==> config.mk <==
export PLATFORM = sky130hd
export DESIGN_NAME = ts_pid_demux_router
export DESIGN_NICKNAME = d
export VERILOG_FILES = /design/src/tpdr_pkg.sv /design/src/ts_pid_demux_router.sv
export VERILOG_INCLUDE_DIRS = /design/src /design/src/src
export SDC_FILE = /design/constraint.sdc
export NUM_CORES = 2
export LEC_CHECK = 0
export ABC_AREA = 1
export BUFFER_PORTS_ARGS = -buffer_cell sky130_fd_sc_hd__buf_2
export CAP_MARGIN = 40
export CORE_ASPECT_RATIO = 1.25
export CORE_UTILIZATION = 53
export CTS_CLUSTER_SIZE = 28
export DETAILED_ROUTE_END_ITERATION = 10
export PLACE_DENSITY = 0.71
export SLEW_MARGIN = 10
export SYNTH_ARGS = -nofsm -noshare
export SYNTH_HDL_FRONTEND = slang
export SYNTH_SLANG_ARGS = --single-unit
==> constraint.sdc <==
create_clock -name clock -period 7.3 [get_ports clock]
set_input_delay 0.73 -clock clock [delete_from_list [all_inputs] [get_ports clock]]
set_output_delay 0.73 -clock clock [all_outputs]
set_load 0.01 [all_outputs]
==> src/ts_pid_demux_router_defines.svh <==
// Assertion macros shared by the PID demux router RTL.
// Needs signals named clock and reset in the including module's scope.
`ifndef TS_PID_DEMUX_ROUTER_DEFINES_SVH
`define TS_PID_DEMUX_ROUTER_DEFINES_SVH

// A condition that must hold at every clock edge outside reset.
`define TPDR_ASSERT_ALWAYS(lbl, cond, msg) \
   lbl: assert property (@(posedge clock) disable iff (reset) (cond)) else $error(msg);

// A consequence that must hold in the same cycle as its antecedent.
`define TPDR_ASSERT_IMPLY(lbl, ante, cons, msg) \
   lbl: assert property (@(posedge clock) disable iff (reset) (ante) |-> (cons)) else $error(msg);

`endif

==> src/tpdr_pkg.sv <==
// Types and fixed constants of the transport stream PID demux router.
// No dependencies; imported by ts_pid_demux_router, ts_route_checker and testbench.
`default_nettype none

package tpdr_pkg;

   // Transport stream sync byte and header field masks.
   localparam logic [7:0] SYNC_BYTE      = 8'h47;
   localparam logic [7:0] PID_HIGH_MASK  = 8'h1F;
   localparam logic [7:0] TEI_MASK       = 8'h80;
   localparam logic [7:0] SCRAMBLE_MASK  = 8'hC0;

   // Configuration register indexes.
   localparam int         CSR_ADDR_W        = 3;
   localparam int         CSR_DATA_W        = 22;
   localparam logic [2:0] CSR_INPUT_MODE    = 3'd0;
   localparam logic [2:0] CSR_ACTIVE_CHAINS = 3'd1;
   localparam int         CSR_PID_SLOT_BASE = 2;

   // Input modes.
   localparam logic MODE_RAW = 1'b0;
   localparam logic MODE_TS  = 1'b1;

   // Positions by which the delay memory read runs ahead of its output.
   localparam int LOOKAHEAD = 4;

   // PID slot register layout.
   localparam int SLOT_VALID_BIT = 21;
   localparam int SLOT_MASK_LSB  = 13;
   localparam int PID_W          = 13;

   // One result beat.
   typedef struct packed {
      logic       scrambled;
      logic       transport_error;
      logic       packet_last;
      logic       packet_first;
      logic [7:0] dest_mask;
      logic [7:0] out_byte;
   } rsp_beat_type;

   typedef struct packed {
      logic             valid;
      logic [7:0]       chain_mask;
      logic [PID_W-1:0] pid;
   } pid_slot_type;

endpackage

`default_nettype wire

==> src/ts_pid_demux_router.sv <==
// Transport stream PID demux router: top level with delay memory, sync hunt,
// PID routing and a two-entry output stage. Depends on tpdr_pkg and the
// assertion macros in ts_pid_demux_router_defines.svh.
//
//   Channel   Direction  Beat contents
//   req_      in         tdata[7:0] in_byte
//   rsp_      out        tdata[7:0] out_byte, tdata[15:8] dest_mask, tlast packet_last,
//                        tuser[0] packet_first, tuser[1] transport_error, tuser[2] scrambled
//   csr_      in         we, addr (register index), wdata (22 bits), no read-back
//
// A byte is taken every cycle while req_tready is high; a result is registered
// the cycle after its byte is accepted. In stream mode a byte leaves PACKET_BYTES
// accepted beats after it entered, through one simple dual-port delay memory that
// is written and read once per beat. A read runs four positions ahead of the
// output so the packet header is already held in registers at the sync byte.
// Reset is synchronous; the delay memory is not cleared, it refills after reset
// or a mode write. req_tready drops only while both output entries are full.
`default_nettype none

`include "ts_pid_demux_router_defines.svh"

module ts_pid_demux_router
   import tpdr_pkg::*;
#(
   parameter int PACKET_BYTES  = 188,
   parameter int NUM_CHAINS    = 8,
   parameter int NUM_PID_SLOTS = 6
) (
   input  wire logic                  clock,
   input  wire logic                  reset,
   // Input stream.
   input  wire logic                  req_tvalid,
   output      logic                  req_tready,
   input  wire logic [7:0]            req_tdata,   // [7:0] in_byte
   // Result stream.
   output      logic                  rsp_tvalid,
   input  wire logic                  rsp_tready,
   output      logic [15:0]           rsp_tdata,   // [7:0] out_byte, [15:8] dest_mask
   output      logic                  rsp_tlast,   // packet_last
   output      logic [2:0]            rsp_tuser,   // [0] packet_first, [1] transport_error,
                                                   // [2] scrambled
   // Configuration writes.
   input  wire logic                  csr_we,
   input  wire logic [CSR_ADDR_W-1:0] csr_addr,
   input  wire logic [CSR_DATA_W-1:0] csr_wdata
);

   localparam int               PTR_W    = $clog2(PACKET_BYTES);
   localparam int               CNT_W    = $clog2(PACKET_BYTES + 1);
   localparam logic [PTR_W-1:0] LAST_POS = PTR_W'(PACKET_BYTES - 1);
   localparam logic [CNT_W-1:0] FULL_CNT = CNT_W'(PACKET_BYTES);
   localparam logic [PTR_W:0]   DEPTH_X  = (PTR_W+1)'(PACKET_BYTES);
   localparam logic [7:0]       CHAIN_LIMIT = 8'((9'd1 << NUM_CHAINS) - 9'd1);

   // Configuration registers.
   logic                       input_mode_ff;
   logic [7:0]                 active_chains_ff;
   pid_slot_type               pid_slot_ff [NUM_PID_SLOTS];

   // Stream state.
   logic [CNT_W-1:0]           fill_count_ff,  fill_count_in;
   logic [PTR_W-1:0]           write_pos_ff,   write_pos_in;
   logic [PTR_W-1:0]           packet_pos_ff,  packet_pos_in;
   logic                       sync_locked_ff, sync_locked_in;
   logic [7:0]                 route_mask_ff,  route_mask_in;
   logic                       route_tei_ff,   route_tei_in;
   logic                       route_scr_ff,   route_scr_in;

   // Delay memory and the header window ahead of its output.
   logic [7:0]                 delay_mem [PACKET_BYTES];
   logic [7:0]                 rd_data_ff;
   logic [7:0]                 head0_ff, head1_ff, head2_ff;
   logic [PTR_W-1:0]           rd_addr;
   logic [PTR_W:0]             ahead_sum;

   // Output register and skid entry.
   logic                       out_valid_ff,  out_valid_in;
   logic                       skid_valid_ff, skid_valid_in;
   rsp_beat_type               out_ff,  out_in;
   rsp_beat_type               skid_ff, skid_in;

   logic                       req_fire;
   logic                       rsp_fire;
   logic                       ts_step;
   logic                       res_valid;
   rsp_beat_type               res;

   assign req_tready = !skid_valid_ff;
   assign req_fire   = req_tvalid && req_tready;
   assign rsp_fire   = out_valid_ff && rsp_tready;
   assign ts_step    = req_fire && (input_mode_ff == MODE_TS);

   // Read address runs LOOKAHEAD entries ahead of the write pointer.
   assign ahead_sum = {1'b0, write_pos_ff} + (PTR_W+1)'(LOOKAHEAD);
   assign rd_addr   = (ahead_sum >= DEPTH_X) ? PTR_W'(ahead_sum - DEPTH_X)
                                             : ahead_sum[PTR_W-1:0];

   // Configuration register writes.
   always_ff @(posedge clock) begin
      if (reset) begin
         input_mode_ff    <= MODE_RAW;
         active_chains_ff <= '0;
         for (int s = 0; s < NUM_PID_SLOTS; s++) begin
            pid_slot_ff[s] <= '0;
         end
      end else if (csr_we) begin
         if (csr_addr == CSR_INPUT_MODE) begin
            input_mode_ff <= csr_wdata[0];
         end
         if (csr_addr == CSR_ACTIVE_CHAINS) begin
            active_chains_ff <= csr_wdata[7:0];
         end
         for (int s = 0; s < NUM_PID_SLOTS; s++) begin
            if (csr_addr == CSR_ADDR_W'(CSR_PID_SLOT_BASE + s)) begin
               pid_slot_ff[s] <= pid_slot_type'(csr_wdata);
            end
         end
      end
   end

   // Delay memory: one write and one lookahead read per stream beat.
   always_ff @(posedge clock) begin
      if (ts_step) begin
         delay_mem[write_pos_ff] <= req_tdata;
         rd_data_ff              <= delay_mem[rd_addr];
         head0_ff                <= head1_ff;
         head1_ff                <= head2_ff;
         head2_ff                <= rd_data_ff;
      end
   end

   // Per-beat stream step: sync hunt, routing at the sync byte, result forming.
   always_comb begin
      logic             lock_now;
      logic             locked_eff;
      logic [PTR_W-1:0] pos_eff;
      logic [PID_W-1:0] pid;
      logic [7:0]       match_mask;
      logic [7:0]       mask_use;
      logic             tei_use;
      logic             scr_use;
      logic             emit;

      fill_count_in  = fill_count_ff;
      write_pos_in   = write_pos_ff;
      packet_pos_in  = packet_pos_ff;
      sync_locked_in = sync_locked_ff;
      route_mask_in  = route_mask_ff;
      route_tei_in   = route_tei_ff;
      route_scr_in   = route_scr_ff;
      res_valid      = 1'b0;
      res            = '0;

      // PID lookup over the header held ahead of the output byte.
      pid        = {head1_ff[4:0] & PID_HIGH_MASK[4:0], head2_ff};
      match_mask = '0;
      for (int s = 0; s < NUM_PID_SLOTS; s++) begin
         if (pid_slot_ff[s].valid && (pid_slot_ff[s].pid == pid)) begin
            match_mask = match_mask | pid_slot_ff[s].chain_mask;
         end
      end

      lock_now   = !sync_locked_ff && (head0_ff == SYNC_BYTE) && (req_tdata == SYNC_BYTE);
      locked_eff = sync_locked_ff || lock_now;
      pos_eff    = lock_now ? '0 : packet_pos_ff;
      emit       = 1'b0;
      mask_use   = route_mask_ff;
      tei_use    = route_tei_ff;
      scr_use    = route_scr_ff;

      if (req_fire && (input_mode_ff == MODE_RAW)) begin
         // Raw pass-through to all active chains.
         res.out_byte  = req_tdata;
         res.dest_mask = active_chains_ff & CHAIN_LIMIT;
         res_valid     = (res.dest_mask != '0);
      end else if (ts_step) begin
         if (fill_count_ff >= FULL_CNT) begin
            if (locked_eff) begin
               sync_locked_in = 1'b1;
               emit           = 1'b1;
               if (pos_eff == '0) begin
                  if (head0_ff != SYNC_BYTE) begin
                     // Lost sync: drop the packet and hunt again.
                     sync_locked_in = 1'b0;
                     route_mask_in  = '0;
                     route_tei_in   = 1'b0;
                     route_scr_in   = 1'b0;
                     emit           = 1'b0;
                  end else begin
                     mask_use      = match_mask & active_chains_ff & CHAIN_LIMIT;
                     tei_use       = (head1_ff & TEI_MASK) != '0;
                     scr_use       = (rd_data_ff & SCRAMBLE_MASK) != '0;
                     route_mask_in = mask_use;
                     route_tei_in  = tei_use;
                     route_scr_in  = scr_use;
                  end
               end
               if (emit) begin
                  packet_pos_in = (pos_eff == LAST_POS) ? '0 : pos_eff + 1'b1;
               end else begin
                  packet_pos_in = pos_eff;
               end
               res.out_byte        = head0_ff;
               res.dest_mask       = mask_use;
               res.packet_first    = (pos_eff == '0);
               res.packet_last     = (pos_eff == LAST_POS);
               res.transport_error = tei_use;
               res.scrambled       = scr_use;
               res_valid           = emit && (mask_use != '0);
            end
         end else begin
            fill_count_in = fill_count_ff + 1'b1;
         end
         write_pos_in = (write_pos_ff == LAST_POS) ? '0 : write_pos_ff + 1'b1;
      end
   end

   // Stream state registers; a mode write restarts the stream.
   always_ff @(posedge clock) begin
      if (reset || (csr_we && (csr_addr == CSR_INPUT_MODE))) begin
         fill_count_ff  <= '0;
         write_pos_ff   <= '0;
         packet_pos_ff  <= '0;
         sync_locked_ff <= 1'b0;
         route_mask_ff  <= '0;
         route_tei_ff   <= 1'b0;
         route_scr_ff   <= 1'b0;
      end else begin
         fill_count_ff  <= fill_count_in;
         write_pos_ff   <= write_pos_in;
         packet_pos_ff  <= packet_pos_in;
         sync_locked_ff <= sync_locked_in;
         route_mask_ff  <= route_mask_in;
         route_tei_ff   <= route_tei_in;
         route_scr_ff   <= route_scr_in;
      end
   end

   // Output register with a skid entry behind it.
   always_comb begin
      out_valid_in  = out_valid_ff;
      out_in        = out_ff;
      skid_valid_in = skid_valid_ff;
      skid_in       = skid_ff;
      if (rsp_fire) begin
         out_valid_in  = skid_valid_ff;
         out_in        = skid_ff;
         skid_valid_in = 1'b0;
      end
      if (res_valid) begin
         if (!out_valid_in) begin
            out_valid_in = 1'b1;
            out_in       = res;
         end else begin
            skid_valid_in = 1'b1;
            skid_in       = res;
         end
      end
   end

   always_ff @(posedge clock) begin
      if (reset) begin
         out_valid_ff  <= 1'b0;
         skid_valid_ff <= 1'b0;
      end else begin
         out_valid_ff  <= out_valid_in;
         skid_valid_ff <= skid_valid_in;
      end
   end

   always_ff @(posedge clock) begin
      out_ff  <= out_in;
      skid_ff <= skid_in;
   end

   assign rsp_tvalid = out_valid_ff;
   assign rsp_tdata  = {out_ff.dest_mask, out_ff.out_byte};
   assign rsp_tlast  = out_ff.packet_last;
   assign rsp_tuser  = {out_ff.scrambled, out_ff.transport_error, out_ff.packet_first};

   // Checks on the output stage and the stream pointers.
   `TPDR_ASSERT_ALWAYS(a_skid_behind_out, !skid_valid_ff || out_valid_ff, "skid entry without output beat")
   `TPDR_ASSERT_IMPLY(a_mask_nonzero, out_valid_ff, out_ff.dest_mask != '0, "result beat with empty mask")
   `TPDR_ASSERT_ALWAYS(a_ptr_range, (packet_pos_ff <= LAST_POS) && (write_pos_ff <= LAST_POS), "stream pointer out of range")
   `TPDR_ASSERT_IMPLY(a_first_is_sync, out_valid_ff && out_ff.packet_first, out_ff.out_byte == SYNC_BYTE, "packet start is not a sync byte")

endmodule

`default_nettype wire

== After elaboration in Yosys (flattened, before gate mapping) ==
Memory sizes are Yosys's and may differ from the RTL's. A register that Yosys moved wholly into a read port is not among the register bits.
Index checks and enable logic that the tools add are counted.
Word-level totals
  flip-flop bits (word level): 110
  bits in latches: 0
  bits in writable memories: 1636
  bits in read-only memories: 0
  bits of input ports: 38
  output and inout bits: 22
  memories: 2
Memories
  delay_mem: depth 188, width 8, rd ports 1, clocked after Yosys merged registers in 1, write ports 1, line ts_pid_demux_router.sv:70  | logic [7:0] delay_mem [PACKET_BYTES];
  pid_slot_ff: depth 6, width 22, rd ports 6, clocked after Yosys merged registers in 0, write ports 6, line ts_pid_demux_router.sv:58  | pid_slot_type pid_slot_ff [NUM_PID_SLOTS];
Cells by class
  add/subtract/negate cells: 5
  multiply operators: 0
  divide/modulo/power cells: 0
  order comparisons: 2
  equality and inequality tests: 18
  shifts and indexed selects: 0
  multiplexer cells: 81
  bitwise operators: 15
  reductions and logical operators: 30
Operators by type and width (count)
  $mux 8: 18
  $mux 22: 6
  $mux 20: 6
  $eq 13x13->1: 6
  $mux 1: 49
  $or 8x8->8: 5
  $add 8x1->8 const B: 3
  $reduce_bool 8->1: 3
  $eq 8x7->1 const B: 2
  $eq 8x8->1 const B: 2
  $mux 16: 1
  $logic_and 1x1->1: 14
  $eq 3x3->1 const B: 4
  $add 8x3->9 const B: 1
  $ge 9x8->1 const B: 1
  $and 8x8->8: 1
  $ge 8x8->1 const B: 1
  $logic_not 8->1: 1
  $ne 8x7->1 const B: 1
  $reduce_and 2->1: 4
  $sub 8x8->8 const B: 1
  $eq 3x2->1 const B: 2
  $or 1x1->1: 6
  $reduce_and 5->1: 1
  other kinds (8): 12

== Logic depth before layout (Yosys ltp) ==
  depth after elaboration: 27
  mapped depth: 27
  gate-level depth less buffers: 25

== Worst setup path after synthesis ==
OpenSTA, ideal clock, no wires.
  path type: input to register
  from: input req_tdata[0]
  to: register skid_ff[0] (netlist name) (enable)
  library setup time: 375 ps
  data arrival time: 2875 ps
  required time: 6925 ps
  setup slack: 4051 ps
  stages: 24
  path buffers: 1
  cells stage by stage: inv_1 nor2_1 nand3_1 nor2_1 nand2_2 inv_2 nor2_1 inv_1 ha_1 nand2_1 inv_1 nand3_2 inv_1 buf_4 nand3_1 nand2_1 inv_1 nand2_1 nor2_1 nand2_1 nand2_1 nand2_2 nand3_1 inv_1
Between the ends
  word-level cells in the longest chain between the ends: 16
  elaborated cells on any way between the ends: 22
  those cells by class: 1 x eq/ne; 15 x mux; 6 x reduce/logical
RTL lines
  start: declaration: line ts_pid_demux_router.sv:34  | input wire logic [7:0] req_tdata,
  $eq 8x7->1 *: line ts_pid_demux_router.sv:163  | lock_now = !sync_locked_ff && (head0_ff == SYNC_BYTE) && (req_tdata == SYNC_BYTE);
  $logic_and 1x1->1 *: line ts_pid_demux_router.sv:163
  $mux 8: line ts_pid_demux_router.sv:165  | pos_eff = lock_now ? '0 : packet_pos_ff;
  $logic_not 8->1: line ts_pid_demux_router.sv:181  | if (pos_eff == '0) begin
  $mux 8: line ts_pid_demux_router.sv:181
  $mux 8: line ts_pid_demux_router.sv:178  | if (locked_eff) begin
  $mux 8: line ts_pid_demux_router.sv:177  | if (fill_count_ff >= FULL_CNT) begin
  $mux 8: line ts_pid_demux_router.sv:176  | end else if (ts_step) begin
  $mux 8: line ts_pid_demux_router.sv:171  | if (req_fire && (input_mode_ff == MODE_RAW)) begin
  $reduce_bool 8->1: line ts_pid_demux_router.sv:209  | res_valid = emit && (mask_use != '0);
  $logic_and 1x1->1: line ts_pid_demux_router.sv:209
  $mux 1 *: line ts_pid_demux_router.sv:178
  $mux 1 *: line ts_pid_demux_router.sv:177
  $mux 1 *: line ts_pid_demux_router.sv:176
  $mux 1 *: line ts_pid_demux_router.sv:171
  $reduce_and 2->1 (no source line) *
  end signal: assignment: line ts_pid_demux_router.sv:273  | skid_ff <= skid_in;
  end: declaration: line ts_pid_demux_router.sv:80  | rsp_beat_type skid_ff, skid_in;
Mark *: on every way between the ends. The rest lies on a longest branch, timed or not. The select of a mux whose other input is x is not followed.
A chain may end at the register's enable or synchronous reset.

== Worst setup path after layout ==
  from: register write_pos_ff[0]
  to: register rd_data_ff[1] (read register of delay_mem) (data pin)
Between the ends
  word-level cells in the longest chain between the ends: 3
  elaborated cells on any way between the ends: 4
  those cells by class: 2 x add/sub; 1 x order compare; 1 x mux
RTL lines
  start: declaration: line ts_pid_demux_router.sv:62  | logic [PTR_W-1:0] write_pos_ff, write_pos_in;
  start signal: assignment: line ts_pid_demux_router.sv:230  | write_pos_ff <= write_pos_in;
  $add 8x3->9 *: line ts_pid_demux_router.sv:94  | assign ahead_sum = {1'b0, write_pos_ff} + (PTR_W+1)'(LOOKAHEAD);
  $sub 8x8->8 / $ge 9x8->1 (equally long branches): line ts_pid_demux_router.sv:95  | assign rd_addr = (ahead_sum >= DEPTH_X) ? PTR_W'(ahead_sum - DEPTH_X)
  $mux 8 *: line ts_pid_demux_router.sv:95
  end: declaration: line ts_pid_demux_router.sv:71  | logic [7:0] rd_data_ff;
Mark *: on every way between the ends. The rest lies on a longest branch, timed or not.

==> results.md <==
* Clk sinks at 1,754
* Initial antenna violation count at 2
* Core area at 0.1355 sq mm
* Worst hold path class: primary input to register
* CTS clk-pin slew, worst paths at 0.07 ns
* Cell variety after synth at 50
* Number of setup buffers added after CTS at 0
* Largest net degree at the start of global routing at 207
* # rows at 151
* Synthesis Warnings at 0
* Cts hold-fix bufs at 0
* Critical Path RT at 7.84 ns
* Sequential Power Share at 0.558
* DIE HEIGHT at 415.3 um
* DRT Pass-1 Iters at 6
* Crit path DAT at 6.14 ns
* Crit path time final at 5.595 ns
* Top FF cell, synth: edfxtp_1
* Fin Setup TNS at 0 ns
* Initial Utilization at 0.5346
* Final Cycle Share at 0.7664
* NetSw at 4.169 mW
* CP max FO at 153
* Cells after DPL at 7,785
* Final hold violation count at 0
* Sw frac at 0.2089
* Worst skew pair latency at 0.80 ns
* Worst Setup Start Kind: register
* Leak Pwr at 26.84 nW
* Number of remaining DRC errors at 0
* P_int at 15.79 mW
* Mapped Cells at 6,255
* Hold Path Cell Cnt at 2
* Pwr Density at 250.1 mW/mm^2
* H-tree depth at 4
* Final net count at 6,243
* GP Congestion at 0.9313
* Post-synth top area share at 0.7000
* Antenna-violating nets left at 0
* Syn nets at 6,306
* Sequential share of the synthesized area at 0.7182
* Via-to-Cell Ratio at 6.018
* Total of max-cap violations at 0
* Worst Tran Pin Value at 1.046 ns
* Endpoint type of the worst setup path: register
* Vias in the first global route at 46,715
* # IOs at 60
* RSZ-0062 raised after global routing: false
* Comb power frac at 0.035
* CTS tree: built
* Slack of the critical path at 1.705 ns
* Syn avg cell area at 11.58 sq um
* Status: finished clean
* R2R depth at 18
* Die Span X at 332.6 um
* Number of enable flip-flop cells after synthesis at 1,688
* Final Skew at 0.03639 ns
* Critical path class: register to register
* Buffers on Ports at 59
* Clock network fraction of total power at 0.407
* First-pass GRT wire length at 287.8 mm
* Area Growth Syn to Fin at 10.24%
* Slew HR at 0.3025
* Dpl cell area at 0.07477 sq mm
* Layout cells sized above 1 at 0.07184
* Iter 0 DRT Violations at 6,168
* Synth area leader: edfxtp_1
* Leading post-synthesis cells by cell area: edfxtp_1 (70%), nor2_1 (8.8%), o21ai_0 (5.4%)
* Count of pins over their slew limit at 0
* Clk root buf: clkbuf_16
* Final Cell Area at 0.07983 sq mm
* Hpwl dp at 114.3 mm
* Peak VDD IR at 0.0002328 V
* Filler Cell Count at 10,399
* Post-synth ARST share at 0
* Max clock buf depth at 3
* Post-cts sizing count at 0
* Grt total ovfl at 0
* Die outline area at 0.1381 sq mm
* Non-Filler Instances at 8,080
* Post-Syn Area at 0.07241 sq mm
* Place WS at 1.754 ns
* GRT Overall Usage at 0.2751
* WL/cell at 23.60 um
* Total CTS buffers at 162
* Vias at 48,622
* Final wirelength at 190.7 mm
* Final setup vio count at 0
* Flop and latch count out of synthesis at 1,754
* FMAX at 0.1787 GHz
[flip-flops by register name, summed over array words and instances, names as in the netlist, 16 cells and up]
signal and flops:
skid_ff 20, rsp_tdata 16, delay_mem 1504, pid_slot_ff 132
[worst max-delay path, stage by stage (launching register included)]
cell	delay, ns
dfxtp_4	0.56
inv_8	0.15
buf_16	0.43
ha_1	0.39
nand3_1	0.10
nand2_1	0.06
nand2_1	0.06
nand2_2	0.11
inv_2	0.08
nand2_4	0.53
nand2_8	0.39
inv_4	0.77
o211ai_1	0.31
nand3_1	0.17
nand3_1	0.19
nand3_1	0.22
nand2_1	0.09
nand2_1	0.33
nand2_1	0.11
[cells by family after synthesis]
logic type,share of synthesized area
AND/OR/NAND/NOR,0.1599
flip-flops,0.7182
AO/OA/AOI/OAI,0.07829
buffers and inverters,0.03345
multiplexers,0.005322
XOR/XNOR,0.002523
adder cells (fa/ha/maj),0.002246
[placed cells by master, fill, tap and decap left out, drive strengths merged, types with 4 or more instances in the layout]
master  instances
inv           198
nor2         1710
nor4            5
a31oi           4
nand2         434
clkbuf        218
mux2           20
clkinv         63
a32o           12
a21oi          53
dfxtp          66
xor2            9
ha             13
buf           165
o21ai         800
bufinv          7
nand3         595
mux2i          16
o221ai         66
xnor2          11
o211ai         64
edfxtp       1688
nand4          57
o22ai          16
nor3           13
[worst paths after layout]
path                                 startpoint       endpoint  slack, ns
worst max register to register  write_pos_ff[0]  rd_data_ff[1]       1.70
worst min-delay path                      reset     rsp_tvalid       0.18
worst min register to register      head1_ff[5]    head0_ff[5]       0.42
worst max-delay path            write_pos_ff[0]  rd_data_ff[1]       1.70
[Yosys cell counts (19+ instances only)]
| cell | n |
|---|---|
| dfxtp_1 | 66 |
| nand2_1 | 422 |
| mux2_2 | 20 |
| buf_1 | 21 |
| nand4_1 | 57 |
| nor2_1 | 1703 |
| buf_2 | 55 |
| clkbuf_1 | 288 |
| o211ai_1 | 64 |
| o21ai_0 | 784 |
| nand3_1 | 594 |
| o221ai_1 | 66 |
| edfxtp_1 | 1688 |
| a21oi_1 | 52 |
| inv_1 | 175 |
| buf_4 | 19 |
[layout make-up]
| type | instances | area, sq um | share of cell area |
|---|---|---|---|
| sequential | 1754 | 52020 | 0.6516 |
| tap | 1759 | 2201 | 0.02757 |
| inverter | 196 | 754.5 | 0.009452 |
| timing repair buffer | 166 | 1810 | 0.02268 |
| antenna | 1 | 2.502 | 0.00003135 |
| multi-input combinational | 3912 | 18040 | 0.2260 |
| clock inverter | 75 | 570.5 | 0.007147 |
| clock buffer | 217 | 4428 | 0.05547 |
[routing by layer]
layer / global-route usage / up-vias / wire length, um
met1: 0.3573 / 23731 / 72150
met2: 0.4525 / 2403 / 93040
met4: 0.1275 / 2 / 9168
met3: 0.04685 / 434 / 16340
li1: - / 22052 / -
met5: 0 / - / 17
[power by group through the flow]
| stage | Sequential (mW) | Clock, mW | Combinational, mW |
|---|---|---|---|
| 2_1_floorplan | 11.4 | 0 | 0.334 |
| 3_3_place_gp | 11.4 | 0 | 0.660 |
| 4_1_cts | 11.1 | 8.18 | 0.696 |
| 5_1_grt | 11.1 | 8.53 | 0.758 |
| 3_5_place_dp | 11.4 | 0 | 0.693 |
| 6_report | 11.1 | 8.12 | 0.698 |
[per-stage QoR]
step	hold WS [ns]	power (mW)	util
2_1_floorplan	0.4003	11.69	-
3_3_place_gp	0.4053	12.02	0.5455
3_5_place_dp	0.4070	12.05	0.5520
4_1_cts	0.1369	20.02	0.5889
5_1_grt	0.1479	20.44	0.5893
6_report	0.1845	19.96	0.5893
(Power assumes the default switching activity.)
